**src/rtl/ocl_pkg.sv**
```systemverilog
// Shared types and constants for the on/off command line recogniser.
`default_nettype none

package ocl_pkg;

    localparam int unsigned IN_DATA_W  = 16;
    localparam int unsigned IN_USER_W  = 2;
    localparam int unsigned OUT_DATA_W = 104;
    localparam int unsigned COUNT_W    = 32;

    localparam logic [1:0] FUNC_SERIAL  = 2'd0;
    localparam logic [1:0] FUNC_REMOTE  = 2'd1;
    localparam logic [1:0] FUNC_CONSUME = 2'd2;

    localparam logic [7:0] CHAR_NUL   = 8'h00;
    localparam logic [7:0] CHAR_TAB   = 8'h09;
    localparam logic [7:0] CHAR_LF    = 8'h0A;
    localparam logic [7:0] CHAR_CR    = 8'h0D;
    localparam logic [7:0] CHAR_SPACE = 8'h20;
    localparam logic [7:0] CHAR_ZERO  = 8'h30;
    localparam logic [7:0] CHAR_ONE   = 8'h31;
    localparam logic [7:0] CHAR_UP_F  = 8'h46;
    localparam logic [7:0] CHAR_UP_N  = 8'h4E;
    localparam logic [7:0] CHAR_UP_O  = 8'h4F;
    localparam logic [7:0] CHAR_LO_F  = 8'h66;
    localparam logic [7:0] CHAR_LO_N  = 8'h6E;
    localparam logic [7:0] CHAR_LO_O  = 8'h6F;

    // outcome of a newline, valid only on the accepted serial transfer
    typedef struct packed {
        logic cmd;
        logic cmd_on;
        logic unknown;
    } t_line_evt;

    // last field in the lowest bits
    typedef struct packed {
        logic [COUNT_W-1:0] unknown_count;
        logic [COUNT_W-1:0] remote_count;
        logic [COUNT_W-1:0] serial_count;
        logic               consume_value;
        logic               consume_valid;
        logic               request_value;
        logic               request_pending;
    } t_result;

endpackage

`default_nettype wire

```
**src/rtl/ocl_line_match.sv**
```systemverilog
// Running token matcher: classifies a serial line as it arrives, no line store.
`default_nettype none

module ocl_line_match #(
    parameter int unsigned LINE_BUFFER_SIZE = 32
) (
    input  wire                  i_clk,
    input  wire                  i_rst_n,
    input  wire                  i_valid,
    input  wire [7:0]            i_byte,
    output ocl_pkg::t_line_evt   o_evt
);

    localparam int unsigned LEN_W = $clog2(LINE_BUFFER_SIZE);
    localparam logic [LEN_W-1:0] DEPTH = LEN_W'(LINE_BUFFER_SIZE - 1);

    typedef enum logic [2:0] {
        TOK_NONE,
        TOK_O,
        TOK_ON,
        TOK_OF,
        TOK_OFF,
        TOK_ONE,
        TOK_ZERO,
        TOK_BAD
    } t_tok;

    t_tok             r_tok, n_tok, tok_step;
    logic [LEN_W-1:0] r_len, n_len;
    logic             r_zero, n_zero;
    logic             r_gap, n_gap;
    logic             is_nl, is_cr, is_blank, take;
    logic             up_o, up_n, up_f;

    assign is_nl    = (i_byte == ocl_pkg::CHAR_LF);
    assign is_cr    = (i_byte == ocl_pkg::CHAR_CR);
    assign is_blank = (i_byte == ocl_pkg::CHAR_SPACE) || (i_byte == ocl_pkg::CHAR_TAB);
    assign take     = !is_nl && !is_cr && (r_len < DEPTH);
    assign up_o     = (i_byte == ocl_pkg::CHAR_UP_O) || (i_byte == ocl_pkg::CHAR_LO_O);
    assign up_n     = (i_byte == ocl_pkg::CHAR_UP_N) || (i_byte == ocl_pkg::CHAR_LO_N);
    assign up_f     = (i_byte == ocl_pkg::CHAR_UP_F) || (i_byte == ocl_pkg::CHAR_LO_F);

    always_comb begin
        case (r_tok)
            TOK_NONE: begin
                if (up_o) tok_step = TOK_O;
                else if (i_byte == ocl_pkg::CHAR_ONE) tok_step = TOK_ONE;
                else if (i_byte == ocl_pkg::CHAR_ZERO) tok_step = TOK_ZERO;
                else tok_step = TOK_BAD;
            end
            TOK_O: begin
                if (up_n) tok_step = TOK_ON;
                else if (up_f) tok_step = TOK_OF;
                else tok_step = TOK_BAD;
            end
            TOK_OF: begin
                tok_step = up_f ? TOK_OFF : TOK_BAD;
            end
            default: begin
                tok_step = TOK_BAD;
            end
        endcase
    end

    always_comb begin
        o_evt.cmd     = i_valid && is_nl &&
                        (r_tok == TOK_ON || r_tok == TOK_ONE ||
                         r_tok == TOK_OFF || r_tok == TOK_ZERO);
        o_evt.cmd_on  = (r_tok == TOK_ON) || (r_tok == TOK_ONE);
        o_evt.unknown = i_valid && is_nl &&
                        (r_tok == TOK_O || r_tok == TOK_OF || r_tok == TOK_BAD);
    end

    always_comb begin
        n_tok  = r_tok;
        n_len  = r_len;
        n_zero = r_zero;
        n_gap  = r_gap;
        if (is_nl) begin
            n_tok  = TOK_NONE;
            n_len  = '0;
            n_zero = 1'b0;
            n_gap  = 1'b0;
        end else if (take) begin
            n_len = r_len + 1'b1;
            if (!r_zero) begin
                if (i_byte == ocl_pkg::CHAR_NUL) begin
                    n_zero = 1'b1;
                end else if (is_blank) begin
                    if (r_tok != TOK_NONE) n_gap = 1'b1;
                end else if (r_gap) begin
                    n_tok = TOK_BAD;
                end else begin
                    n_tok = tok_step;
                end
            end
        end
    end

    always_ff @(posedge i_clk) begin
        if (!i_rst_n) begin
            r_tok  <= TOK_NONE;
            r_len  <= '0;
            r_zero <= 1'b0;
            r_gap  <= 1'b0;
        end else if (i_valid) begin
            r_tok  <= n_tok;
            r_len  <= n_len;
            r_zero <= n_zero;
            r_gap  <= n_gap;
        end
    end

    a_len_bound: assert property (@(posedge i_clk) disable iff (!i_rst_n)
        r_len <= DEPTH)
        else $error("line length beyond store depth");

    a_nl_clears: assert property (@(posedge i_clk) disable iff (!i_rst_n)
        (i_valid && is_nl) |=> (r_len == '0 && r_tok == TOK_NONE && !r_gap))
        else $error("newline did not restart the line");

    a_evt_excl: assert property (@(posedge i_clk) disable iff (!i_rst_n)
        !(o_evt.cmd && o_evt.unknown))
        else $error("line judged both command and unknown");

    a_gap_tok: assert property (@(posedge i_clk) disable iff (!i_rst_n)
        r_gap |-> (r_tok != TOK_NONE))
        else $error("trailing gap without a token");

endmodule

`default_nettype wire

```
**src/rtl/onoff_command_line_recognizer_core.sv**
```systemverilog
// Top level of the on/off command line recogniser.
//
// Input stream: i_s_tuser carries func (0 serial byte, 1 remote event,
// 2 consume), i_s_tdata carries rx_byte and remote_on. Every accepted
// transfer yields exactly one result transfer on the output stream, in order.
// A line is classified on the fly as its bytes arrive, so a newline is judged
// in the same cycle it is accepted; no line buffer is read back.
// The result is registered, not passed through combinationally.
// Throughput: one transfer per cycle, sustained while the receiver takes
// results; the state update is a single registered pass.
// The output side has a result register plus one skid entry: while the
// receiver stalls, one more input is taken into the skid, then o_s_tready
// drops until the receiver drains a result.
// Reset (synchronous, active low) clears the pending request, the three
// counters, the line state and both output entries.
`default_nettype none

module onoff_command_line_recognizer_core #(
    parameter int unsigned LINE_BUFFER_SIZE = 32
) (
    input  wire                              i_clk,
    input  wire                              i_rst_n,
    input  wire                              i_s_tvalid,
    output logic                             o_s_tready,
    // [7:0] rx_byte, [8] remote_on, [15:9] zero
    input  wire [ocl_pkg::IN_DATA_W-1:0]     i_s_tdata,
    // [1:0] func
    input  wire [ocl_pkg::IN_USER_W-1:0]     i_s_tuser,
    output logic                             o_m_tvalid,
    input  wire                              i_m_tready,
    // [0] request_pending, [1] request_value, [2] consume_valid,
    // [3] consume_value, [35:4] serial_count, [67:36] remote_count,
    // [99:68] unknown_count, [103:100] zero
    output logic [ocl_pkg::OUT_DATA_W-1:0]   o_m_tdata
);

    localparam int unsigned RES_W = $bits(ocl_pkg::t_result);

    logic                    acc, pop;
    logic [1:0]              func;
    logic [7:0]              rx_byte;
    logic                    remote_on;
    ocl_pkg::t_line_evt      evt;
    ocl_pkg::t_result        res;

    logic                        r_pend_flag, n_pend_flag;
    logic                        r_pend_value, n_pend_value;
    logic [ocl_pkg::COUNT_W-1:0] r_serial_cnt, n_serial_cnt;
    logic [ocl_pkg::COUNT_W-1:0] r_remote_cnt, n_remote_cnt;
    logic [ocl_pkg::COUNT_W-1:0] r_unknown_cnt, n_unknown_cnt;
    logic                        cons_valid, cons_value;

    ocl_pkg::t_result r_out, r_skid;
    logic             r_out_valid, r_skid_valid;

    assign func      = i_s_tuser;
    assign rx_byte   = i_s_tdata[7:0];
    assign remote_on = i_s_tdata[8];

    assign o_s_tready = !r_skid_valid;
    assign acc        = i_s_tvalid && o_s_tready;
    assign pop        = r_out_valid && i_m_tready;

    ocl_line_match #(
        .LINE_BUFFER_SIZE(LINE_BUFFER_SIZE)
    ) u_match (
        .i_clk   (i_clk),
        .i_rst_n (i_rst_n),
        .i_valid (acc && (func == ocl_pkg::FUNC_SERIAL)),
        .i_byte  (rx_byte),
        .o_evt   (evt)
    );

    always_comb begin
        n_pend_flag   = r_pend_flag;
        n_pend_value  = r_pend_value;
        n_serial_cnt  = r_serial_cnt;
        n_remote_cnt  = r_remote_cnt;
        n_unknown_cnt = r_unknown_cnt;
        cons_valid    = 1'b0;
        cons_value    = 1'b0;
        case (func)
            ocl_pkg::FUNC_SERIAL: begin
                if (evt.cmd) begin
                    n_pend_flag  = 1'b1;
                    n_pend_value = evt.cmd_on;
                    n_serial_cnt = r_serial_cnt + 1'b1;
                end
                if (evt.unknown) n_unknown_cnt = r_unknown_cnt + 1'b1;
            end
            ocl_pkg::FUNC_REMOTE: begin
                n_pend_flag  = 1'b1;
                n_pend_value = remote_on;
                n_remote_cnt = r_remote_cnt + 1'b1;
            end
            ocl_pkg::FUNC_CONSUME: begin
                if (r_pend_flag) begin
                    cons_valid  = 1'b1;
                    cons_value  = r_pend_value;
                    n_pend_flag = 1'b0;
                end
            end
            default: begin
            end
        endcase
        res.request_pending = n_pend_flag;
        res.request_value   = n_pend_value;
        res.consume_valid   = cons_valid;
        res.consume_value   = cons_value;
        res.serial_count    = n_serial_cnt;
        res.remote_count    = n_remote_cnt;
        res.unknown_count   = n_unknown_cnt;
    end

    always_ff @(posedge i_clk) begin
        if (!i_rst_n) begin
            r_pend_flag   <= 1'b0;
            r_pend_value  <= 1'b0;
            r_serial_cnt  <= '0;
            r_remote_cnt  <= '0;
            r_unknown_cnt <= '0;
        end else if (acc) begin
            r_pend_flag   <= n_pend_flag;
            r_pend_value  <= n_pend_value;
            r_serial_cnt  <= n_serial_cnt;
            r_remote_cnt  <= n_remote_cnt;
            r_unknown_cnt <= n_unknown_cnt;
        end
    end

    // result register and skid entry
    always_ff @(posedge i_clk) begin
        if (!i_rst_n) begin
            r_out_valid  <= 1'b0;
            r_skid_valid <= 1'b0;
        end else if (pop) begin
            if (r_skid_valid) begin
                r_out_valid  <= 1'b1;
                r_skid_valid <= 1'b0;
            end else begin
                r_out_valid <= acc;
            end
        end else if (acc) begin
            if (r_out_valid) r_skid_valid <= 1'b1;
            else r_out_valid <= 1'b1;
        end
    end

    always_ff @(posedge i_clk) begin
        if (pop) begin
            if (r_skid_valid) r_out <= r_skid;
            else if (acc) r_out <= res;
        end else if (acc) begin
            if (r_out_valid) r_skid <= res;
            else r_out <= res;
        end
    end

    assign o_m_tvalid = r_out_valid;
    assign o_m_tdata  = {(ocl_pkg::OUT_DATA_W - RES_W)'(0), r_out};

    a_skid_order: assert property (@(posedge i_clk) disable iff (!i_rst_n)
        r_skid_valid |-> r_out_valid)
        else $error("skid entry held without a result in front");

    a_consume_clears: assert property (@(posedge i_clk) disable iff (!i_rst_n)
        (acc && func == ocl_pkg::FUNC_CONSUME) |=> !r_pend_flag)
        else $error("consume left a request pending");

    a_remote_count: assert property (@(posedge i_clk) disable iff (!i_rst_n)
        (acc && func == ocl_pkg::FUNC_REMOTE) |=>
        (r_remote_cnt == $past(r_remote_cnt) + 1'b1) && r_pend_flag)
        else $error("remote event not counted");

    a_counts_hold: assert property (@(posedge i_clk) disable iff (!i_rst_n)
        !acc |=> ($stable(r_serial_cnt) && $stable(r_unknown_cnt) &&
                  $stable(r_remote_cnt)))
        else $error("counter moved without a transfer");

endmodule

`default_nettype wire
```
**config.mk**
```make
export PLATFORM = sky130hd
export DESIGN_NAME = onoff_command_line_recognizer_core
export DESIGN_NICKNAME = d
export VERILOG_FILES = /design/src/rtl/ocl_pkg.sv /design/src/rtl/ocl_line_match.sv /design/src/rtl/onoff_command_line_recognizer_core.sv
export SDC_FILE = /design/constraint.sdc
export NUM_CORES = 1
export LEC_CHECK = 0
export BUFFER_PORTS_ARGS = -buffer_cell sky130_fd_sc_hd__buf_2
export CORE_ASPECT_RATIO = 1.75
export CORE_MARGIN = 4
export CORE_UTILIZATION = 55
export DETAILED_ROUTE_END_ITERATION = 12
export GPL_TIMING_DRIVEN = 0
export PLACE_DENSITY_LB_ADDON = 0.1
export SYNTH_ARGS = -nofsm -noshare
export SYNTH_HDL_FRONTEND = slang
export SYNTH_SLANG_ARGS = --single-unit
```
**constraint.sdc**
```tcl
create_clock -name i_clk -period 7.9 [get_ports i_clk]
set_clock_uncertainty 0.1 [all_clocks]
set_input_delay 0.79 -clock i_clk [delete_from_list [all_inputs] [get_ports i_clk]]
set_output_delay 0.79 -clock i_clk [all_outputs]
set_load 0.01 [all_outputs]
```
== Word-level counts from Yosys, hierarchy flattened ==
Index checks and enable logic that the tools add are counted.
Storage, ports and cells
  flip-flop bits (word level): 310
  input bits: 22
  output and inout port bits: 106
  logic and storage cells: 139
Cells by class
  add/subtract/negate cells: 4
  $lt $le $gt $ge: 1
  equality and inequality tests: 25
  muxes and demuxes: 46
  bitwise operators: 2
  reduce and logical (&&, ||, !) cells: 36
Operators with widths (number)
  $mux W100: 5
  $mux W32: 5
  $add A32 B1 Y32 const B: 3
  $eq A8 B7 Y1 const B: 6
  $mux W3: 10
  $eq A8 B4 Y1 const B: 3
  $eq A8 B6 Y1 const B: 3
  $mux W1: 20
  $eq A3 B3 Y1 const B: 4
  $mux W5: 2
  $reduce_bool A2 Y1: 5
  $logic_or A1 B1 Y1: 9
  $pmux W3 S3: 1
  $logic_and A1 B1 Y1: 8
  $logic_not A8 Y1: 1
  $eq A3 B2 Y1 const B: 2
  $reduce_and A3 Y1: 2
  $reduce_and A6 Y1: 1
  $add A5 B1 Y5 const B: 1
  $lt A5 B5 Y1 const B: 1
  $reduce_and A5 Y1: 1
  $ne A2 B1 Y1 const B: 2
  $ne A2 B2 Y1 const B: 2
  $reduce_and A2 Y1: 2
  12 further kinds: 15

== Depth between registers and ports, before layout ==
  depth in word-level cells: 11
  gate-level depth with buffers: 8
  mapped depth without buffers: 6

== Modules after synthesis ==
A second synthesis with hierarchy kept.
Unflattened totals
  cell total of the unflattened synthesis: 1242
  area total of the unflattened synthesis: 14650.3 µm²
Modules (own cells, without submodules)
  onoff_command_line_recognizer_core: instances 1, cells an instance 1143, area an instance 13859.5 µm², sequential area each 8007.7 µm²
  ocl_line_match: instances 1, cells an instance 99, area an instance 790.8 µm², sequential area each 200.2 µm²

== Worst setup path after synthesis ==
OpenSTA, ideal clock, no wires.
  path kind: input -> register
  start: input port i_s_tvalid
  end: register r_out (netlist bit o_m_tdata[0]) (enable)
  library setup time: 0.592 ns
  data arrival time: 6.175 ns
  data required time: 7.208 ns
  slack: 1.033 ns
  cell stages on the path: 4
  path buffers: 1
  cells stage by stage: nor2b_1 clkbuf_1 a21oi_1 a21oi_1
Between the ends
  cells in the longest elaborated chain, start to end: 3
  elaborated cells on any way between the ends: 4
  classes of those cells: reduce/logical: 4
RTL lines
  start: declaration: line onoff_command_line_recognizer_core.sv:23  | input wire i_s_tvalid,
  $logic_and A1 B1 Y1 *: line onoff_command_line_recognizer_core.sv:61  | assign acc = i_s_tvalid && o_s_tready;
  $reduce_bool A2 Y1 (no source line)
  $reduce_and A3 Y1 (no source line) *
  end signal: assignment: line onoff_command_line_recognizer_core.sv:151  | if (r_skid_valid) r_out <= r_skid;
  end signal: assignment: line onoff_command_line_recognizer_core.sv:152  | else if (acc) r_out <= res;
  end signal: assignment: line onoff_command_line_recognizer_core.sv:155  | else r_out <= res;
  end: declaration: line onoff_command_line_recognizer_core.sv:53  | ocl_pkg::t_result r_out, r_skid;
Every way passes the cells marked *; elsewhere a longest branch is shown, timed or not.
A chain may end at the register's enable or synchronous reset.

== Worst setup path after layout ==
  start: input port i_s_tuser[1] (netlist name)
  end: register r_out (netlist bit o_m_tdata[64]) (data pin)
Between the ends
  cells in the longest elaborated chain, start to end: 5
  elaborated cells on any way between the ends: 7
  classes of those cells: eq/ne: 1; mux: 6
RTL lines
  start: declaration: line onoff_command_line_recognizer_core.sv:28  | input wire [ocl_pkg::IN_USER_W-1:0] i_s_tuser,
  $eq A2 B1 Y1 *: line onoff_command_line_recognizer_core.sv:82  | case (func)
  $mux W32 *: line onoff_command_line_recognizer_core.sv:82
  named net n_remote_cnt, one bit: line onoff_command_line_recognizer_core.sv:49  | logic [ocl_pkg::COUNT_W-1:0] r_remote_cnt, n_remote_cnt;
  $mux W100 (on tied branches): line onoff_command_line_recognizer_core.sv:154, onoff_command_line_recognizer_core.sv:152
  $mux W100 (on tied branches): line onoff_command_line_recognizer_core.sv:153, onoff_command_line_recognizer_core.sv:151
  $mux W100 *: line onoff_command_line_recognizer_core.sv:150  | if (pop) begin
Mark *: on every way through the listed nets, which the timed path passes. The rest lies on a longest branch. The select of a mux whose other input is x is not followed.

==> flow_summary.json <==
{
  "status": "completed",
  "grt_pass1_wl_mm": 48.8,
  "power.leakage_nw": 5.84,
  "yosysSeqAreaShare_pct": 60.6,
  "dp_hpwl_mm": 22.1,
  "tightest_slew_ns": 1.34,
  "ios": 128,
  "critPathLaunchType": "input port",
  "fill_cells": 1922,
  "synth_area_sq_um": 13600,
  "postCtsResizedCells": 0,
  "powerDensity_nw_per_um2": 210,
  "wirelength_mm": 30.3,
  "maxSlewHeadroom_pct": 9.77,
  "cts_buffers": 27,
  "reg2reg_depth": 8,
  "finalSetupViolations": 0,
  "ys_types": 55,
  "synth_top_cell_by_area": "edfxtp_1",
  "path_class": "input port to flop",
  "synthTopCellsByArea": "edfxtp_1 (44%), dfxtp_1 (16%), mux2_2 (5.8%)",
  "htree_levels": 1,
  "gr-total-overflow": 0,
  "max_freq_ghz": 0.302,
  "hold_viol": 0,
  "finalPower_w": 0.00327,
  "antenna_left": 0,
  "viasPerCell": 5.67,
  "antenna_found_initial": 4,
  "cts-root-buf": "clkbuf_16",
  "place_congestion": 0.932,
  "async_flop_share_pct": 0,
  "synth_edf_count": 200,
  "cts_tree": "built",
  "grt_setup_unrepaired": "false",
  "grt_pass1_vias": 9276,
  "fin_crit_sh_pct": 41.9,
  "clkLatencyLatePin_ns": 0.54,
  "path_clk_slew_ns": 0.07,
  "whs_ns": 0.395,
  "die_width_um": 127,
  "drtPass1Iterations": 5,
  "io_buffers": 115,
  "cp.arrival_ns": 3.50,
  "ys_ff_latch": 310,
  "synth_top_area_share_pct": 44.3,
  "ys_top_cells_by_count": "edfxtp_1 (200), dfxtp_1 (110), nor2_1 (103)",
  "ys.flop_type": "edfxtp_1",
  "wl_per_cell_um": 18.5,
  "die-height_um": 216,
  "syn_avg_cell_area_sq_um": 11.7,
  "cts_hold_buf": 0,
  "grt_usage_pct": 22.1,
  "clk_path_buf_depth": 3,
  "endpoint_kind": "flop",
  "netlist_instances": 1158,
  "dr.first_iter.drc_count": 629,
  "crit_required_ns": 8.09,
  "start_util_pct": 56.2,
  "drcViolationCount": 0,
  "grt_max_degree": 53,
  "cts_setup_buffers": 0,
  "fin_crit_ns": 3.31,
  "hold_class": "input port to flop",
  "die-area_sq_um": 27300,
  "maxCapViolations": 0,
  "ys_warn_count": 0,
  "crit_fanout": 10,
  "area_growth_pct": 14.9,
  "nets": 1336,
  "peakVddDrop_mv": 0.210,
  "yosysMostFrequentCell": "edfxtp_1",
  "drive_above_1_share_pct": 19.8,
  "core_sq_um": 24100,
  "vias": 9309,
  "hold-path-cell-count": 2,
  "row_count": 75,
  "drv_slew": 0,
  "clock-sinks": 310
}
[power breakdown]
| part | internal [W] | switching, W |
|---|---|---|
| Combinational | 0.0000576 | 0.000102 |
| Sequential | 0.00177 | 0.0000158 |
| Clock | 0.000703 | 0.000618 |
[final timing paths]
path,startpoint,endpoint,slack (ns)
max,i_s_tuser[1],o_m_tdata[64],4.59
min,i_m_tready,r_skid_valid,0.40
max reg2reg,r_skid_valid,o_m_tdata[30],4.65
min reg2reg,u_match.r_len[3],u_match.r_len[3],0.40
[cell type report]
class	count	area [sq um]	area share [%]
plain buffers	66	277	1.78
clock inverters	20	173	1.11
diodes	4	10.0	0.0643
multi-input cells	751	4970	31.9
clock buffers	29	714	4.59
repair buffers	120	706	4.53
well taps	308	385	2.48
flip-flops and latches	310	8210	52.7
inverters	34	128	0.820
[cells in the final DEF (no fill, tap or decap), types with 4 or more instances in the layout]
cell type and n:
mux2i_1 4, nand4_1 48, edfxtp_1 200, o21ai_0 16
a31oi_1 11, diode_2 4, or3_1 19, a21oi_1 46
clkbuf_1 54, o31ai_1 5, nor4_1 28, or4_1 13
conb_1 4, and4_1 15, nor2b_1 6, buf_4 4
clkinv_2 4, a211oi_1 4, nand2_1 60, xnor2_1 63
nand2b_1 4, xor2_1 48, buf_16 4, mux2_2 70
clkinvlp_4 7, and2_1 42, inv_1 34, and3_1 17
ha_1 4, dfxtp_1 110, buf_2 120, clkbuf_16 28
nor3_1 28, nand3_1 52, nor2_1 103
[registers in the layout, summed over array words and instances (netlist names)]
register,cells
u_match.r_zero,1
o_m_tdata,100
r_skid,100
r_pend_flag,1
r_pend_value,1
u_match.r_gap,1
o_m_tvalid,1
r_unknown_cnt,32
u_match.r_tok,3
r_serial_cnt,32
u_match.r_len,5
r_remote_cnt,32
r_skid_valid,1
[per-stage QoR]
stage	setup slack, ns	std cells	util (%)	area (sq um)	setup TNS [ns]
4_1_cts	4.60	1638	64.5	15600	0
5_1_grt	4.45	1641	64.5	15600	0
3_3_place_gp	-1.68	1584	60.2	14500	-167.82
3_5_place_dp	4.10	1589	60.8	14700	0
6_report	4.59	1642	64.5	15600	0
2_1_floorplan	1.03	1161	-	13600	0
[critical path: stages]
cell      delay [ns]
buf_2           0.14
clkbuf_1        0.23
nand3b_1        0.41
nor4_1          1.10
nand4b_1        0.29
xnor2_1         0.25
mux2_2          0.28
[logic make-up (layout without fill, tap and decap cells)]
logic type	after synthesis	count (layout)	share of synthesized area, %
and+or+nand+nor	461	461	18.6
DFF	310	310	60.6
xor gates and xnor gates	111	111	7.17
buffers and inverters	100	269	2.98
AOI/OAI and AO/OA	97	97	4.17
muxes	74	74	6.11
adders and majority gates	4	4	0.369
other	1	8	0.0277
[routing by layer]
layer	GRT usage, %	vias up	part of all wire [%]
met2	40.6	199	54
li1	-	4533	-
met5	0	-	0.023
met4	8.59	2	3.4
met3	2.97	59	4.0
met1	25.8	4516	39
No activity file was read; power rests on OpenSTA's default activity.
